===== src/hdl/epmc_pkg.sv =====
// Shared types, codes and reset values for the encoder position move controller.
package epmc_pkg;

	// Position counter width, default.
	localparam int COUNT_BITS_DEF = 32;

	// Field widths.
	localparam int CMD_W    = 3;
	localparam int TICKS_W  = 16;
	localparam int SPEED_W  = 10;
	localparam int DUTY_W   = 8;
	localparam int INDEX_W  = 4;
	localparam int STATUS_W = 3;
	localparam int POS_W    = 32;
	localparam int CFG_IDX_W  = 3;
	localparam int CFG_DATA_W = 16;

	// Stream widths.
	localparam int S_TDATA_W = 32;
	localparam int S_TUSER_W = CMD_W;
	localparam int M_TDATA_W = 56;

	// Register reset values.
	localparam logic [15:0]        EXT_THRESHOLD_RST = 16'd10;
	localparam logic [15:0]        STEP_TICKS_RST    = 16'd200;
	localparam logic [INDEX_W-1:0] MAX_INDEX_RST     = 4'd10;
	localparam logic [DUTY_W-1:0]  INDEX_SPEED_RST   = 8'd200;
	localparam logic [15:0]        MOVE_TIMEOUT_RST  = 16'd0;

	// Saturation limits.
	localparam logic [SPEED_W-1:0] SPEED_SAT = 10'd255;
	localparam logic [TICKS_W-1:0] TICKS_MAX = 16'hFFFF;

	typedef enum logic [CMD_W-1:0] {
		CMD_PULSE  = 3'd0,
		CMD_MOVE   = 3'd1,
		CMD_GOTO   = 3'd2,
		CMD_CANCEL = 3'd3,
		CMD_TICK   = 3'd4
	} cmd_t;

	typedef enum logic [STATUS_W-1:0] {
		ST_NONE     = 3'd0,
		ST_DONE     = 3'd1,
		ST_TIMEOUT  = 3'd2,
		ST_REJECTED = 3'd3,
		ST_EXTERNAL = 3'd4,
		ST_AT_INDEX = 3'd5
	} status_t;

	typedef enum logic [CFG_IDX_W-1:0] {
		REG_EXT_THRESHOLD = 3'd0,
		REG_STEP_TICKS    = 3'd1,
		REG_MAX_INDEX     = 3'd2,
		REG_INDEX_SPEED   = 3'd3,
		REG_MOVE_TIMEOUT  = 3'd4
	} reg_idx_t;

	// Direction in which encoder pulses move the count.
	typedef enum logic [1:0] {
		STEP_NONE = 2'd0,
		STEP_UP   = 2'd1,
		STEP_DOWN = 2'd2
	} step_t;

	typedef struct packed {
		logic [15:0]        ext_threshold;
		logic [15:0]        step_ticks;
		logic [INDEX_W-1:0] max_index;
		logic [DUTY_W-1:0]  index_speed;
		logic [15:0]        move_timeout;
	} cfg_t;

	typedef struct packed {
		logic [CMD_W-1:0]   cmd;
		logic [TICKS_W-1:0] move_ticks;
		logic               move_dir;
		logic [SPEED_W-1:0] move_speed;
		logic [INDEX_W-1:0] target_index;
	} item_t;

	typedef struct packed {
		logic [INDEX_W-1:0]  position_index;
		logic [POS_W-1:0]    position_count;
		logic [STATUS_W-1:0] status;
		logic                busy_res;
		logic                dir_pin;
		logic [DUTY_W-1:0]   pwm_duty;
	} result_t;

	// Handshake between the input register and the core.
	typedef struct packed {
		logic valid;
		logic advance;
	} stage_ctl_t;

endpackage


===== src/hdl/epmc_cfg.sv =====
// Configuration register file of the encoder position move controller.
module epmc_cfg (
	input  logic                         clk,
	input  logic                         arst_n,
	input  logic                         cfg_valid,
	output logic                         cfg_ready,
	input  logic [epmc_pkg::CFG_IDX_W-1:0]  cfg_index,
	input  logic [epmc_pkg::CFG_DATA_W-1:0] cfg_data,
	output epmc_pkg::cfg_t               cfg
);
	import epmc_pkg::*;

	cfg_t cfg_q;

	// Writes are always taken.
	assign cfg_ready = 1'b1;
	assign cfg      = cfg_q;

	// Register write on each transfer; unknown indexes are dropped.
	always_ff @(posedge clk or negedge arst_n) begin
		if (!arst_n) begin
			cfg_q.ext_threshold <= EXT_THRESHOLD_RST;
			cfg_q.step_ticks    <= STEP_TICKS_RST;
			cfg_q.max_index     <= MAX_INDEX_RST;
			cfg_q.index_speed   <= INDEX_SPEED_RST;
			cfg_q.move_timeout  <= MOVE_TIMEOUT_RST;
		end else if (cfg_valid && cfg_ready) begin
			case (reg_idx_t'(cfg_index))
				REG_EXT_THRESHOLD: cfg_q.ext_threshold <= cfg_data;
				REG_STEP_TICKS:    cfg_q.step_ticks    <= cfg_data;
				REG_MAX_INDEX:     cfg_q.max_index     <= cfg_data[INDEX_W-1:0];
				REG_INDEX_SPEED:   cfg_q.index_speed   <= cfg_data[DUTY_W-1:0];
				REG_MOVE_TIMEOUT:  cfg_q.move_timeout  <= cfg_data;
				default: ;
			endcase
		end
	end

endmodule


===== src/hdl/epmc_in_stage.sv =====
// Input register of the encoder position move controller.
module epmc_in_stage (
	input  logic                          clk,
	input  logic                          arst_n,
	input  logic                          s_tvalid,
	output logic                          s_tready,
	input  logic [epmc_pkg::S_TDATA_W-1:0] s_tdata,
	input  logic [epmc_pkg::S_TUSER_W-1:0] s_tuser,
	input  logic                          advance,
	output epmc_pkg::stage_ctl_t          ctl,
	output epmc_pkg::item_t               item_s1
);
	import epmc_pkg::*;

	logic valid_s1;

	// Take a new item when the stage is empty or drains this cycle.
	assign s_tready    = !valid_s1 || advance;
	assign ctl.valid   = valid_s1;
	assign ctl.advance = advance;

	always_ff @(posedge clk or negedge arst_n) begin
		if (!arst_n) begin
			valid_s1 <= 1'b0;
		end else if (s_tvalid && s_tready) begin
			valid_s1 <= 1'b1;
		end else if (advance) begin
			valid_s1 <= 1'b0;
		end
	end

	// Unpack the payload on each transfer.
	always_ff @(posedge clk) begin
		if (s_tvalid && s_tready) begin
			item_s1.cmd          <= s_tuser[CMD_W-1:0];
			item_s1.move_ticks   <= s_tdata[15:0];
			item_s1.move_dir     <= s_tdata[16];
			item_s1.move_speed   <= s_tdata[26:17];
			item_s1.target_index <= s_tdata[30:27];
		end
	end

	// The stage never advances while empty.
	assert property (@(posedge clk) disable iff (!arst_n) advance |-> valid_s1)
		else $error("input stage advanced while empty");

endmodule


===== src/hdl/epmc_core.sv =====
// Move task state, position counting and result register.
module epmc_core #(
	parameter int COUNT_BITS = epmc_pkg::COUNT_BITS_DEF
) (
	input  logic                 clk,
	input  logic                 arst_n,
	input  epmc_pkg::cfg_t       cfg,
	input  epmc_pkg::stage_ctl_t ctl,
	input  epmc_pkg::item_t      item_s1,
	output logic                 advance,
	output logic                 res_valid,
	input  logic                 res_ready,
	output epmc_pkg::result_t    res
);
	import epmc_pkg::*;

	localparam logic [COUNT_BITS-1:0] ONE = COUNT_BITS'(1);

	// True when the signed difference d has magnitude t or more.
	function automatic logic reach(input logic [COUNT_BITS-1:0] d, input logic [15:0] t);
		logic [COUNT_BITS-1:0] mag;
		logic                  hit;
		mag = d[COUNT_BITS-1] ? ~d : d;
		if (t == 16'd0) begin
			hit = 1'b1;
		end else if (d[COUNT_BITS-1]) begin
			hit = (mag >= COUNT_BITS'(t - 16'd1));
		end else begin
			hit = (mag >= COUNT_BITS'(t));
		end
		return hit;
	endfunction

	// Task state. disp holds count minus move start, ext holds count minus
	// the stopped reference; both step together with the count.
	logic [COUNT_BITS-1:0] pos_q, disp_q, ext_q;
	logic [COUNT_BITS-1:0] pos_n, disp_n, ext_n;
	logic [COUNT_BITS-1:0] pos_p, disp_p, ext_p;
	logic [TICKS_W-1:0]    target_q, target_n;
	logic                  active_q, active_n;
	step_t                 step_q, step_n;
	logic [DUTY_W-1:0]     duty_q, duty_n;
	logic                  dir_q, dir_n;
	logic [INDEX_W-1:0]    cur_idx_q, cur_idx_n, pend_idx_q, pend_idx_n;
	logic                  idx_move_q, idx_move_n;
	logic [15:0]           elapsed_q, elapsed_n, elapsed_inc;
	status_t               status_n;

	logic                  out_valid_q;
	result_t               res_q;
	logic [63:0]           pos_wide;

	// Helpers for the move commands.
	logic [DUTY_W-1:0]     speed_sat;
	logic [INDEX_W-1:0]    idx_dist;
	logic [19:0]           prod;
	logic [TICKS_W-1:0]    idx_len;
	logic                  idx_up;

	assign advance   = ctl.valid && (!out_valid_q || res_ready);
	assign res_valid = out_valid_q;
	assign res       = res_q;

	// Pulse stepping of the count and both differences.
	always_comb begin
		case (step_q)
			STEP_UP: begin
				pos_p  = pos_q + ONE;
				disp_p = disp_q + ONE;
				ext_p  = ext_q + ONE;
			end
			STEP_DOWN: begin
				pos_p  = pos_q - ONE;
				disp_p = disp_q - ONE;
				ext_p  = ext_q - ONE;
			end
			default: begin
				pos_p  = pos_q;
				disp_p = disp_q;
				ext_p  = ext_q;
			end
		endcase
	end

	// Move length and direction for an index move, and duty saturation.
	assign idx_up      = (item_s1.target_index > cur_idx_q);
	assign idx_dist    = idx_up ? item_s1.target_index - cur_idx_q
	                            : cur_idx_q - item_s1.target_index;
	assign prod        = 20'(cfg.step_ticks) * 20'(idx_dist);
	assign idx_len     = (prod[19:16] != 4'd0) ? TICKS_MAX : prod[15:0];
	assign speed_sat   = (item_s1.move_speed > SPEED_SAT) ? 8'd255
	                                                     : item_s1.move_speed[DUTY_W-1:0];
	assign elapsed_inc = (elapsed_q != 16'hFFFF) ? elapsed_q + 16'd1 : elapsed_q;

	// Next state for the item in the input register.
	always_comb begin
		pos_n      = pos_q;
		disp_n     = disp_q;
		ext_n      = ext_q;
		target_n   = target_q;
		active_n   = active_q;
		step_n     = step_q;
		duty_n     = duty_q;
		dir_n      = dir_q;
		cur_idx_n  = cur_idx_q;
		pend_idx_n = pend_idx_q;
		idx_move_n = idx_move_q;
		elapsed_n  = elapsed_q;
		status_n   = ST_NONE;
		case (cmd_t'(item_s1.cmd))
			CMD_PULSE: begin
				pos_n  = pos_p;
				disp_n = disp_p;
				ext_n  = ext_p;
				if (active_q) begin
					if (reach(disp_p, target_q)) begin
						duty_n     = '0;
						dir_n      = 1'b0;
						active_n   = 1'b0;
						ext_n      = '0;
						idx_move_n = 1'b0;
						if (idx_move_q) begin
							cur_idx_n = pend_idx_q;
						end
						status_n = ST_DONE;
					end
				end else if (reach(ext_p, cfg.ext_threshold)) begin
					ext_n    = '0;
					status_n = ST_EXTERNAL;
				end
			end
			CMD_MOVE: begin
				idx_move_n = 1'b0;
				if (item_s1.move_ticks == '0) begin
					duty_n   = '0;
					dir_n    = 1'b0;
					active_n = 1'b0;
				end else begin
					target_n  = item_s1.move_ticks;
					disp_n    = '0;
					active_n  = 1'b1;
					elapsed_n = '0;
					duty_n    = speed_sat;
					dir_n     = item_s1.move_dir;
					if (speed_sat != '0) begin
						step_n = item_s1.move_dir ? STEP_UP : STEP_DOWN;
					end
				end
			end
			CMD_GOTO: begin
				if (item_s1.target_index == cur_idx_q) begin
					status_n = ST_AT_INDEX;
				end else if (item_s1.target_index > cfg.max_index) begin
					status_n = ST_REJECTED;
				end else if (idx_len == '0) begin
					duty_n     = '0;
					dir_n      = 1'b0;
					active_n   = 1'b0;
					idx_move_n = 1'b0;
					cur_idx_n  = item_s1.target_index;
					status_n   = ST_DONE;
				end else begin
					target_n   = idx_len;
					disp_n     = '0;
					active_n   = 1'b1;
					elapsed_n  = '0;
					duty_n     = cfg.index_speed;
					dir_n      = !idx_up;
					if (cfg.index_speed != '0) begin
						step_n = idx_up ? STEP_DOWN : STEP_UP;
					end
					idx_move_n = 1'b1;
					pend_idx_n = item_s1.target_index;
				end
			end
			CMD_CANCEL: begin
				active_n   = 1'b0;
				idx_move_n = 1'b0;
			end
			CMD_TICK: begin
				if (active_q) begin
					elapsed_n = elapsed_inc;
					if ((cfg.move_timeout != '0) && (elapsed_inc > cfg.move_timeout)) begin
						duty_n     = '0;
						dir_n      = 1'b0;
						active_n   = 1'b0;
						idx_move_n = 1'b0;
						status_n   = ST_TIMEOUT;
					end
				end else if (reach(ext_q, cfg.ext_threshold)) begin
					ext_n    = '0;
					status_n = ST_EXTERNAL;
				end
			end
			default: ;
		endcase
	end

	assign pos_wide = 64'(pos_n);

	// State update on each advance.
	always_ff @(posedge clk or negedge arst_n) begin
		if (!arst_n) begin
			pos_q      <= '0;
			disp_q     <= '0;
			ext_q      <= '0;
			target_q   <= '0;
			active_q   <= 1'b0;
			step_q     <= STEP_NONE;
			duty_q     <= '0;
			dir_q      <= 1'b0;
			cur_idx_q  <= '0;
			pend_idx_q <= '0;
			idx_move_q <= 1'b0;
			elapsed_q  <= '0;
		end else if (advance) begin
			pos_q      <= pos_n;
			disp_q     <= disp_n;
			ext_q      <= ext_n;
			target_q   <= target_n;
			active_q   <= active_n;
			step_q     <= step_n;
			duty_q     <= duty_n;
			dir_q      <= dir_n;
			cur_idx_q  <= cur_idx_n;
			pend_idx_q <= pend_idx_n;
			idx_move_q <= idx_move_n;
			elapsed_q  <= elapsed_n;
		end
	end

	// Result register valid flag.
	always_ff @(posedge clk or negedge arst_n) begin
		if (!arst_n) begin
			out_valid_q <= 1'b0;
		end else if (advance) begin
			out_valid_q <= 1'b1;
		end else if (res_ready) begin
			out_valid_q <= 1'b0;
		end
	end

	// Result payload.
	always_ff @(posedge clk) begin
		if (advance) begin
			res_q.pwm_duty       <= duty_n;
			res_q.dir_pin        <= dir_n;
			res_q.busy_res       <= active_n;
			res_q.status         <= status_n;
			res_q.position_count <= pos_wide[POS_W-1:0];
			res_q.position_index <= cur_idx_n;
		end
	end

	// An index move only exists inside an active task.
	assert property (@(posedge clk) disable iff (!arst_n) !active_q |-> !idx_move_q)
		else $error("index move pending without an active task");

	// A finished or timed out move is no longer busy and has zero duty.
	assert property (@(posedge clk) disable iff (!arst_n)
		out_valid_q && (res_q.status == ST_DONE || res_q.status == ST_TIMEOUT)
		|-> !res_q.busy_res && (res_q.pwm_duty == '0))
		else $error("stopped move still drives the motor");

	// External movement is only reported while idle.
	assert property (@(posedge clk) disable iff (!arst_n)
		out_valid_q && (res_q.status == ST_EXTERNAL) |-> !res_q.busy_res)
		else $error("external movement flagged during a move");

	// Flagging external movement takes the count as the new reference.
	assert property (@(posedge clk) disable iff (!arst_n)
		advance && (status_n == ST_EXTERNAL) |=> (ext_q == '0))
		else $error("reference not updated after external movement");

endmodule


===== src/hdl/encoder_position_move_controller_top.sv =====
// Top level of the encoder position move controller.
//
// Channel | Direction | Contents
// s_*     | in        | one event: tuser cmd, tdata move fields
// m_*     | out       | one result per event: drive, status, position
// cfg_*   | in        | register write: index and 16-bit data
//
// Every event passes through the input register and then the result
// register; a new event is taken in every cycle while results are drained.
// The result register is loaded from the input register once it is free.
// Reset clears the move task and the position count, and sets the config registers to their reset values.
// A stalled result holds the input register, which then stalls the input.
module encoder_position_move_controller_top #(
	parameter int COUNT_BITS = epmc_pkg::COUNT_BITS_DEF
) (
	input  logic                            clk,
	input  logic                            arst_n,
	input  logic                            s_tvalid,
	output logic                            s_tready,
	// [15:0] move_ticks, [16] move_dir, [26:17] move_speed,
	// [30:27] target_index, [31] zero
	input  logic [epmc_pkg::S_TDATA_W-1:0]  s_tdata,
	// [2:0] cmd
	input  logic [epmc_pkg::S_TUSER_W-1:0]  s_tuser,
	output logic                            m_tvalid,
	input  logic                            m_tready,
	// [7:0] pwm_duty, [8] dir_pin, [9] busy_res, [12:10] status,
	// [44:13] position_count, [48:45] position_index, [55:49] zero
	output logic [epmc_pkg::M_TDATA_W-1:0]  m_tdata,
	input  logic                            cfg_valid,
	output logic                            cfg_ready,
	input  logic [epmc_pkg::CFG_IDX_W-1:0]  cfg_index,
	input  logic [epmc_pkg::CFG_DATA_W-1:0] cfg_data
);
	import epmc_pkg::*;

	cfg_t       cfg;
	stage_ctl_t ctl;
	item_t      item_s1;
	result_t    res;
	logic       advance;

	epmc_cfg u_cfg (
		.clk       (clk),
		.arst_n    (arst_n),
		.cfg_valid (cfg_valid),
		.cfg_ready (cfg_ready),
		.cfg_index (cfg_index),
		.cfg_data  (cfg_data),
		.cfg       (cfg)
	);

	epmc_in_stage u_in_stage (
		.clk      (clk),
		.arst_n   (arst_n),
		.s_tvalid (s_tvalid),
		.s_tready (s_tready),
		.s_tdata  (s_tdata),
		.s_tuser  (s_tuser),
		.advance  (advance),
		.ctl      (ctl),
		.item_s1  (item_s1)
	);

	epmc_core #(
		.COUNT_BITS (COUNT_BITS)
	) u_core (
		.clk       (clk),
		.arst_n    (arst_n),
		.cfg       (cfg),
		.ctl       (ctl),
		.item_s1   (item_s1),
		.advance   (advance),
		.res_valid (m_tvalid),
		.res_ready (m_tready),
		.res       (res)
	);

	// Pack the result, padded with zeros to whole bytes.
	assign m_tdata = {7'd0, res};

endmodule


===== config.mk =====
export PLATFORM = sky130hd
export DESIGN_NAME = encoder_position_move_controller_top
export DESIGN_NICKNAME = d
export VERILOG_FILES = /design/src/hdl/epmc_pkg.sv /design/src/hdl/epmc_cfg.sv /design/src/hdl/epmc_in_stage.sv /design/src/hdl/epmc_core.sv /design/src/hdl/encoder_position_move_controller_top.sv
export SDC_FILE = /design/constraint.sdc
export NUM_CORES = 1
export LEC_CHECK = 0
export ABC_AREA = 1
export BUFFER_PORTS_ARGS = -buffer_cell sky130_fd_sc_hd__buf_4
export CORE_MARGIN = 10
export CORE_UTILIZATION = 25
export DETAILED_ROUTE_END_ITERATION = 10
export GPL_TIMING_DRIVEN = 1
export MAX_ROUTING_LAYER = met4
export PLACE_DENSITY = 0.48
export SLEW_MARGIN = 10
export SYNTH_ARGS = -nofsm -noshare
export SYNTH_HDL_FRONTEND = slang
export SYNTH_SLANG_ARGS = --single-unit

===== constraint.sdc =====
create_clock -name clk -period 6.75 [get_ports clk]
set_clock_uncertainty 0.1 [all_clocks]
set_input_delay 1.35 -clock clk [delete_from_list [all_inputs] [get_ports clk]]
set_output_delay 1.35 -clock clk [all_outputs]
set_load 0.03 [all_outputs]

### Yosys cells after proc, flatten, opt, wreduce, memory -nomap -nowiden

Cells that the tools add are included.

| storage, ports and cells | value |
|---|---|
| register bits after elaboration | 294 |
| bits of input ports | 59 |
| output and inout bits | 59 |
| logic and storage cells | 229 |

| operators by class | value |
|---|---|
| $add $sub $neg | 11 |
| $mul | 1 |
| magnitude comparators | 10 |
| equality and inequality tests | 24 |
| multiplexer cells | 109 |
| bitwise operators | 6 |
| reductions and logical operators | 38 |

Operator list:

| operator | number |
|---|---|
| $mux W32 | 13 |
| $pmux W32 S2 | 4 |
| $mux W16 | 11 |
| $add A32 B1 Y32 const B | 3 |
| $ge A32 B16 Y1 | 3 |
| $ge A32 B32 Y1 | 3 |
| $not A32 Y32 | 3 |
| $pmux W32 S3 | 1 |
| $sub A32 B1 Y32 const B | 3 |
| $mux W8 | 9 |
| $logic_not A16 Y1 | 4 |
| $pmux W16 S3 | 1 |
| $mux W1 | 40 |
| $sub A16 B1 Y17 const B | 2 |
| $pmux W16 S2 | 1 |
| $pmux W8 S4 | 1 |
| $mux W4 | 7 |
| $mul A16 B4 Y20 | 1 |
| $mux W2 | 9 |
| $mux W3 | 6 |
| $add A16 B1 Y16 const B | 1 |
| $gt A16 B16 Y1 | 1 |
| $ne A16 B16 Y1 const B | 1 |
| $reduce_and A8 Y1 | 2 |
| other kinds (32) | 69 |

### Depth between registers and ports, before layout

Gate-level depths: netlist (run 1).

| depth | value |
|---|---|
| depth in word-level cells | 12 |
| mapped depth | 42 |
| depth with buffers taken out | 41 |

### Cells and area by module

Synthesis (run 1) repeated with hierarchy kept, for this count alone.

| unflattened totals | value |
|---|---|
| cell total of the unflattened synthesis | 3,737 |
| area, all modules | 26,764.4 um^2 |

By module, submodules not included:

| module | times used | cells an instance | area each (um^2) | seq. area each (um^2) |
|---|---|---|---|---|
| epmc_core | 1 | 3,414 | 23,157.2 | 5,225.0 |
| epmc_cfg | 1 | 273 | 2,469.9 | 1,514.0 |
| epmc_in_stage | 1 | 42 | 1,081.0 | 1,046.0 |
| encoder_position_move_controller_top | 1 | 8 | 56.3 | 0.0 |

### Worst setup path before layout (run 1)

Ideal clock, no wire load.

| timing path | value |
|---|---|
| path type | reg2reg |
| from | register u_core.step_q[0] |
| to | register u_core.res_q, in the netlist u_core.res[10], data pin |
| library setup time | 0.263 ns |
| data arrival time | 6.497 ns |
| required time | 6.387 ns |
| path slack | -0.110 ns |
| stages on the path, launching flop included | 40 |
| path buffers | 4 |
| clock period less this slack | 6.860 ns |
| cells stage by stage | dfrtp_1 inv_1 ha_1 ha_1 or2_1 nand3_2 nand2_2 nand2_2 nand2_2 nand2_1 nand2_1 nand2_2 nand3_4 nand2_4 buf_6 buf_1 xnor2_1 ha_1 (+4 left out) nand2_1 nand2_1 nand2_1 nand2_1 nand2_1 nand2_1 nand2_1 nand2_1 nand2_1 nand2_1 nand2_1 nand3_1 a21oi_1 nand2_4 nand2_4 buf_8 buf_12 o21ai_0 |

| on the way | value |
|---|---|
| longest elaborated chain between the ends | 12 |
| elaborated cells on any way between the ends | 14 |
| classes of those cells | 2 x order compare; 2 x eq/ne; 9 x mux; 1 x bitwise |

Ends and longest elaborated chain:

| item | RTL line | text |
|---|---|---|
| start, declared | epmc_core.sv:41 | `step_t step_q, step_n;` |
| start signal, assigned | epmc_core.sv:222 | `step_q <= step_n;` |
| $eq A2 B2 Y1 or $eq A2 B1 Y1 (tied branches) | epmc_core.sv:66 | `case (step_q)` |
| $pmux W32 S2 * | epmc_core.sv:66 |  |
| $not A32 Y32 | epmc_core.sv:23 | `mag = d[COUNT_BITS-1] ? ~d : d;` |
| $mux W32 | epmc_core.sv:23 |  |
| $ge A32 B16 Y1 or $ge A32 B32 Y1 (tied branches) | epmc_core.sv:29, epmc_core.sv:27 |  |
| $mux W1 * | epmc_core.sv:26 | `end else if (d[COUNT_BITS-1]) begin` |
| $mux W1 * | epmc_core.sv:24 | `if (t == 16'd0) begin` |
| $mux W1 * | epmc_core.sv:115 | `if (active_q) begin` |
| $mux W1 * | epmc_core.sv:110 | `case (cmd_t'(item_s1.cmd))` |
| $mux W1 * | epmc_core.sv:116 | `if (reach(disp_p, target_q)) begin` |
| $mux W3 * | epmc_core.sv:115 |  |
| $pmux W3 S3 * | epmc_core.sv:110 |  |
| named net u_core.status_n[0] | epmc_core.sv:47 | `status_t status_n;` |
| end, declared | epmc_core.sv:50 | `result_t res_q;` |

Mark *: on every way through the listed nets, which the timed path passes. The rest lies on a longest branch. The select of a mux whose other input is x is not followed.
A chain may end at the register's enable or synchronous reset.

### Final worst setup path (run 1)

| timing path | value |
|---|---|
| from | register u_in_stage.item_s1[0] (netlist name) |
| to | register u_core.disp_q[20] |

| on the way | value |
|---|---|
| longest elaborated chain between the ends | 8 |
| elaborated cells on any way between the ends | 14 |
| classes of those cells | 2 x add/sub; 1 x mul; 2 x order compare; 4 x eq/ne; 2 x mux; 3 x reduce/logical |

Ends and longest elaborated chain:

| item | RTL line | text |
|---|---|---|
| $sub A4 B4 Y4, or another cell as far along | epmc_core.sv:88 | `: cur_idx_q - item_s1.target_index;` |
| $mux W4 | epmc_core.sv:87 | `assign idx_dist = idx_up ? item_s1.target_index - cur_idx_q` |
| $mul A16 B4 Y20 | epmc_core.sv:89 | `assign prod = 20'(cfg.step_ticks) * 20'(idx_dist);` |
| $reduce_bool A4 Y1 | epmc_core.sv:90 | `assign idx_len = (prod[19:16] != 4'd0) ? TICKS_MAX : prod[15:0];` |
| $mux W16 | epmc_core.sv:90 |  |
| $logic_not A16 Y1 | epmc_core.sv:155 | `end else if (idx_len == '0) begin` |
| $ne A2 B2 Y1 (no source line) | -- |  |
| $reduce_and A6 Y1 (no source line) * | -- |  |
| end signal, assigned | epmc_core.sv:218 | `disp_q <= disp_n;` |
| end, declared | epmc_core.sv:36 | `logic [COUNT_BITS-1:0] pos_q, disp_q, ext_q;` |

Mark *: on every way between the ends. The rest lies on a longest branch, timed or not.

==> summary.md, run 1 <==
| Metric | Value |
|---|---|
| DRC errors left | `0` |
| Final clock period utilization by the worst path | `between 90% and 100%` |
| Vias per cell | `4.59` |
| Setup crit start | `u_in_stage.item_s1[0]` |
| Data arrival time of the critical path | `6670 ps` |
| Number of hold-repair buffers added at the cts stage | `0` |
| Reg-to-Reg Start | `u_in_stage.item_s1[0]` |
| Multi-input gate area | `around 17000 um^2` |
| Worst min-delay path class | `flip-flop to flip-flop` |
| Post-Syn Instances | `3726` |
| Routed wire per std cell | `15.6 um` |
| Detailed placement HPWL | `64000 um` |
| Headroom to the max-slew limit | `a little under a quarter` |
| Clock transition at the registers of the reported paths | `60 ps` |
| Kind of critical path | `flip-flop to flip-flop` |
| Final Setup Violations | `0` |
| Met3 demand-to-capacity share in global routing | `1.45%` |
| Weighted congestion at the end of routability-driven global placement | `0.867` |
| Maximum clock path buffer count | `3` |
| Most area-hungry cell type in the Yosys netlist | `dfrtp_1` |
| Register area share after synthesis | `29.1%` |
| Worst-path maximum fanout | `16` |
| Number of global-route vias before repair | `23.7k` |
| DR vias | `24.2k` |
| Clk Tree Root Cell | `clkbuf_16` |
| Worst-case register-to-register setup slack | `430 ps` |
| Max Transition Viols Final | `0` |
| Total congestion overflow after global routing | `0` |
| Pre-antenna DRT Iters | `7` |
| Critical path's most frequent cell | `nor2_1` |
| Number of antenna violations at the first check in global routing | `1` |
| Category of the worst setup path launch point | `flip-flop` |
| Synth cell types | `68` |
| Area growth syn-to-layout | `15.6%` |
| Number of warnings printed during yosys synthesis | `0` |
| Htree depth | `2` |
| Effective utilization at floorplan | `25.3%` |
| Wire length of the first global-routing pass | `between 100000 and 150000 um` |
| Setup slack at placement | `151 ps` |
| Crit-path slowest cell | `fa_1` |
| Critical hold path startpoint | `u_core.cur_idx_q[3]` |
| Post-Synthesis Cell Area | `26700 um^2` |
| Overall track demand over capacity in global routing | `roughly 14%` |
| ANT nets after route | `0` |
| Drt initial violations | `1322` |
| Y dimension of the die | `347 um` |
| Met2 track utilization from global routing | `22.5%` |
| Core Util, Final | `29.2%` |
| CTS tree | `done` |
| Required time at the worst-slack endpoint | `7110 ps` |
| Routing usage on met1 | `18.2%` |
| Placed Instances | `5194` |
| Tmin final | `6320 ps` |
| Width of the die | `347 um` |
| Post-synth EDFFs | `83` |
| Synth top area cells | `dfrtp_1 19%, ha_1 13%, nand2_1 13%` |
| Area of the core | `106000 um^2` |
| Average footprint of a synthesized cell | `7.17 um^2` |
| Transition time of the tightest slew-check pin | `1150 ps` |
| Proportion of netlist area held by the largest area contributor | `between 10% and 20%` |
| Net total in the final layout | `4232` |
| Dominant synthesized flop cell | `dfrtp_1` |
| Number of max-capacitance violations reported | `0` |
| Count of input and output buffers | `108` |
| Maximum number of pins on one net before global-route repair | `123` |
| # rows | `between 100 and 150` |
| TritonCTS buffer count | `37` |
| Fillers | `11.6k` |
| Post-Layout Cell Count | `5274` |
| Routed wire length | `slightly above 80000 um` |
| Skew-Pair Late Insertion Delay | `600 ps` |
| I/O pin count | `between 100 and 150` |
| Register bit count reported by yosys | `294` |
| Maximum single-stage delay on the critical path | `530 ps` |
| FF/Latch Area | `7790 um^2` |
| Nature of the critical path endpoint | `flip-flop` |
| Share of post-route cells with drive strength above 1 | `a little under 9%` |
| Die Footprint | `about 120000 um^2` |
| Final WS setup | `433 ps` |
| CTS Sinks | `294` |
| # diodes | `0` |
| Hold violation count in the final report | `0` |
| Outcome | `finished clean` |
| Total negative slack for setup checks | `0 ps` |
| Layer with the highest usage | `met2` |
| Asr flop ratio synth | `71.8%` |
| Max Fclk | `~160 MHz` |
flip-flops by register name (all words and copies together) (netlist names), 2 cells and up:
name,count
u_cfg.cfg,60
u_core.res,49
u_in_stage.item_s1,34
u_core.disp_q,32
u_core.ext_q,32
u_core.pos_q,32
u_core.elapsed_q,16
u_core.target_q,16
u_core.duty_q,8
u_core.cur_idx_q,4
u_core.pend_idx_q,4
u_core.step_q,2
final cells by class:
class | count | share of cell area, %
tap | 1391 | 5.64
clock buffer | 46 | 3.31
timing repair inverter | 1 | 0.0243
inverter | 523 | 6.40
timing repair buffer | 172 | 4.62
multi-input combinational | 2825 | 54.0
sequential | 294 | 25.2
clock inverter | 22 | 0.807
worst paths after layout:
| check | to | depth (start not counted) |
|---|---|---|
| max in group asynchronous | u_core.pos_q[1] | 2 |
| min in group asynchronous | u_core.elapsed_q[14] | 1 |
| worst min register to register | u_core.cur_idx_q[3] | 2 |
| worst min-delay path | u_core.cur_idx_q[3] | 2 |
| worst max-delay path | u_core.disp_q[20] | 37 |
| worst max register to register | u_core.disp_q[20] | 37 |
cells in the final DEF (no fill, tap or decap), types with 13 or more instances in the layout:
master,n
a21oi_1,171
buf_4,158
o21bai_1,18
fa_1,30
nand3_1,207
nor2_1,306
or2_2,27
o21a_1,13
nand2_2,18
nand4_1,58
o21ai_1,31
inv_1,509
xor2_1,116
o21ai_0,288
o22ai_1,18
a211oi_1,19
xnor2_1,43
nor4_1,19
o31ai_1,19
edfxtp_1,83
nand2_1,944
clkbuf_16,40
nor3_1,56
dfrtp_1,200
ha_1,282
nand3b_1,14
worst max-delay path, delay by kind of cell, from the launching register on:
family                   cells  cell delay (ps)
buffers and inverters        8              840
XOR/XNOR                     2              430
AND/OR/NAND/NOR             15             1630
flip-flops                   1              420
AO/OA/AOI/OAI                7              780
adder cells (fa/ha/maj)      5             1950
cell families (layout without fill, tap and decap cells):
family | count (synthesis) | after routing | share of synthesized area [%]
compound gates | 650 | 650 | 13.7
xor+xnor | 161 | 161 | 5.28
fa+ha+maj | 319 | 319 | 15.9
buf+inv | 613 | 764 | 9.13
flops | 294 | 294 | 29.1
mux | 1 | 1 | 0.0375
other cells | 2 | 8 | 0.0281
simple gates | 1686 | 1686 | 26.8
timing repair:
action / in CTS / in global routing
endpoints found under the hold margin: 0 / 0
setup buffers: 0 / 9
endpoints found under the setup margin: 0 / 100
gates resized for setup: 0 / 44
cell usage after synthesis, drive strengths merged (2+ instances only):
cell type    n
o21a        14
o22ai       18
ha         286
o211ai       9
a221oi       8
nor2       313
xor2       116
fa          33
clkinv       7
dfstp       10
nand3b      15
o31ai       19
edfxtp      83
dfrtp      201
or2         28
inv        516
xnor2       45
a211oi      20
a31oi        8
a21boi      15
clkbuf      50
nand3      220
conb         2
nand4       58
a21o        10
buf         40
nand2      966
o21ai      322
and2         5
nor3        57
nor4        19
nor3b        2
o21bai      18
o2111ai      2
a21oi      177
o221a        2
stage by stage:
step                instance area, um^2  hold WS (ps)
finish                            30900           381
global route                      30900           408
CTS                               30600           388
detailed placement                29300           371
global placement                  29300           367
floorplan                         26700           349
layer usage:
| metal | part of all wire [%] | wire length, um | vias up |
|---|---|---|---|
| li1 | - | - | 12566 |
| met3 | 3.3 | 2690 | 80 |
| met2 | 46 | 37700 | 372 |
| met1 | 49 | 40300 | 11209 |
| met4 | 2.1 | 1760 | 0 |
| met5 | 0 | 0 | - |
Power of run 1 is not shown: default switching activity piles up to over one toggle a cycle in this logic, so the estimate is an artifact.
==> inputs of run 2 (changes only) <==
--- a/config.mk
+++ b/config.mk
@@ -12,7 +12,7 @@
 export DETAILED_ROUTE_END_ITERATION = 10
 export GPL_TIMING_DRIVEN = 1
 export MAX_ROUTING_LAYER = met4
-export PLACE_DENSITY = 0.48
+export PLACE_DENSITY = 0.49
 export SLEW_MARGIN = 10
 export SYNTH_ARGS = -nofsm -noshare
 export SYNTH_HDL_FRONTEND = slang
==> run 2 against run 1 <==
  * Cell area shrank 0.62%
  * Die area unchanged
  * Highest routed layer unchanged
  * Hold slack improved by 5.4 ps
  * Cell count decreased by 0.30%
  * Register-to-register slack lost 30 ps
  * Utilization shrank 0.18 points
  * Setup slack got worse by 25 ps
==> summary.md, run 2 (synthesis results as in run 1) <==
| Metric | Value |
|---|---|
| Drt initial violations | `1511 (+14%)` |
| # rows | `119 (unchanged)` |
| Vias per cell | `4.59 (about the same)` |
| Nature of the critical path endpoint | `flip-flop` |
| Maximum single-stage delay on the critical path | `530 ps (about the same)` |
| Wire length of the first global-routing pass | `131000 um (-0.51%)` |
| Routed wire length | `81400 um (-1.2%)` |
| Critical path's most frequent cell | `inv_1` |
| Y dimension of the die | `347 um (unchanged)` |
| Final Setup Violations | `0 (unchanged)` |
| Effective utilization at floorplan | `25.3% (unchanged)` |
| Area growth syn-to-layout | `14.9%` |
| Headroom to the max-slew limit | `25.5% (+2.0 points)` |
| Htree depth | `2 (unchanged)` |
| Share of post-route cells with drive strength above 1 | `8.71% (-0.22 points)` |
| Required time at the worst-slack endpoint | `7070 ps (-40 ps)` |
| Weighted congestion at the end of routability-driven global placement | `0.874 (+0.82%)` |
| Worst min-delay path class | `flip-flop to flip-flop` |
| Worst path buffer plus inverter count | `10 (+2)` |
| CTS Sinks | `294 (unchanged)` |
| Multi-input gate area | `16700 um^2 (about the same)` |
| Category of the worst setup path launch point | `flip-flop` |
| Clock transition at the registers of the reported paths | `70 ps (about the same)` |
| I/O pin count | `118 (unchanged)` |
| Clk Tree Root Cell | `clkbuf_16` |
| Total congestion overflow after global routing | `0 (unchanged)` |
| DRC errors left | `0 (unchanged)` |
| Family with the most delay on the worst path | `simple AND/OR/NAND/NOR gates` |
| Outcome | `finished clean` |
| Max Transition Viols Final | `0 (unchanged)` |
| Number of antenna violations at the first check in global routing | `1 (unchanged)` |
| Maximum number of pins on one net before global-route repair | `110 (-11%)` |
| Final clock period utilization by the worst path | `94.0% (+0.38 points)` |
| Number of hold-repair buffers added at the cts stage | `0 (unchanged)` |
| Skew-Pair Late Insertion Delay | `590 ps (about the same)` |
| Fillers | `11.7k (+0.79%)` |
| Number of cells on the critical path | `37 (unchanged)` |
| Net total in the final layout | `4218 (-0.33%)` |
| Data arrival time of the critical path | `6660 ps (about the same)` |
| TritonCTS buffer count | `35 (-5.4%)` |
| Core Util, Final | `29.0% (-0.18 points)` |
| Most used cells in the layout excluding fill and tap cells | `944 x nand2_1, 507 x inv_1, 305 x nor2_1` |
| Number of max-capacitance violations reported | `0 (unchanged)` |
| Crit-path slowest cell | `fa_1` |
| Most common library cell in the layout ignoring fill and taps | `nand2_1` |
| Count of input and output buffers | `108 (unchanged)` |
| R2R cell count | `37 (unchanged)` |
| CTS tree | `done` |
| Hold violation count in the final report | `0 (unchanged)` |
| Worst-path maximum fanout | `16 (unchanged)` |
| Width of the die | `347 um (unchanged)` |
| # diodes | `0 (unchanged)` |
| Detailed placement HPWL | `63800 um (-0.18%)` |
| Maximum clock path buffer count | `3 (unchanged)` |
| Routed wire per std cell | `15.5 um (-0.88%)` |
| Overall track demand over capacity in global routing | `13.7% (-0.12 points)` |
| Number of global-route vias before repair | `23.8k (+0.54%)` |
| Flip-flop count of the largest register, all copies and words added | `60 (unchanged)` |
| Area of the core | `106000 um^2 (unchanged)` |
| Tmin final | `6340 ps (+25.4 ps)` |
| ANT nets after route | `0 (unchanged)` |
| FF/Latch Area | `7790 um^2 (unchanged)` |
| DR vias | `24.2k (-0.30%)` |
| Die Footprint | `120000 um^2 (unchanged)` |
| Hold Path Depth | `2 (unchanged)` |
| Transition time of the tightest slew-check pin | `1110 ps (-33.2 ps)` |
| Kind of critical path | `flip-flop to flip-flop` |
| Max Fclk | `158 MHz (-0.40%)` |
| Pre-antenna DRT Iters | `6 (-1)` |
==> run 2: cell count changes in the layout (fill, tap and decap cells not counted), sizes merged <==
cell      before  now
buf          170  160
bufinv         3    5
clkbuf        48   46
clkinv        22   13
clkinvlp       6    3
inv          515  521
==> run 2: timing repair <==
action / 4_1_cts / 5_1_grt
hold endpoints to repair: 0 / 0
setup endpoints to repair: 0 / 100
setup buffers: 0 / 5
resized for setup: 0 / 40
==> run 2: final cells by class <==
cell class,count,share of cell area (%)
inverters,523,6.42
repair buffers,161,4.21
clock buffers,45,3.18
multi-input cells,2825,54.3
clock inverters,19,0.852
flip-flops and latches,294,25.4
well taps,1391,5.67
==> run 2: tightest hold or removal path: stages, from the launching register on <==
cell	delay, ps
dfrtp_1	340
nand2_1	50
o21ai_0	60
==> run 2: through the flow <==
stage	setup TNS [ps]	hold slack [ps]	cell area, um^2	cells	worst slack [ps]
2_1_floorplan	0	349	26700	3732	692
4_1_cts	0	388	30500	5251	9.83
3_5_place_dp	0	373	29200	5187	63.5
5_1_grt	-90.4	410	30700	5258	-30.6
6_report	0	387	30700	5258	407
3_3_place_gp	0	367	29200	5187	175
==> run 2: worst paths after layout <==
check	startpoint	to	slack [ps]
min	u_cfg.cfg[50]	u_cfg.cfg[50]	390
max in group asynchronous	arst_n	u_core.target_q[0]	4820
max reg2reg	u_in_stage.item_s1[0]	u_core.disp_q[2]	410
min in group asynchronous	arst_n	u_core.pos_q[0]	590
min reg2reg	u_cfg.cfg[50]	u_cfg.cfg[50]	390
max	u_in_stage.item_s1[0]	u_core.disp_q[2]	410
==> run 2: per-layer routing <==
| layer | routed length [um] | vias up | part of all wire, % | track usage, % |
|---|---|---|---|---|
| met5 | 0 | - | 0 | - |
| met4 | 2310 | 0 | 2.8 | 4.09 |
| met3 | 2970 | 96 | 3.6 | 1.63 |
| met2 | 36600 | 426 | 45 | 21.8 |
| met1 | 39600 | 11097 | 49 | 18.0 |
| li1 | - | 12535 | - | - |
Power of run 2 is left out for the same reason.
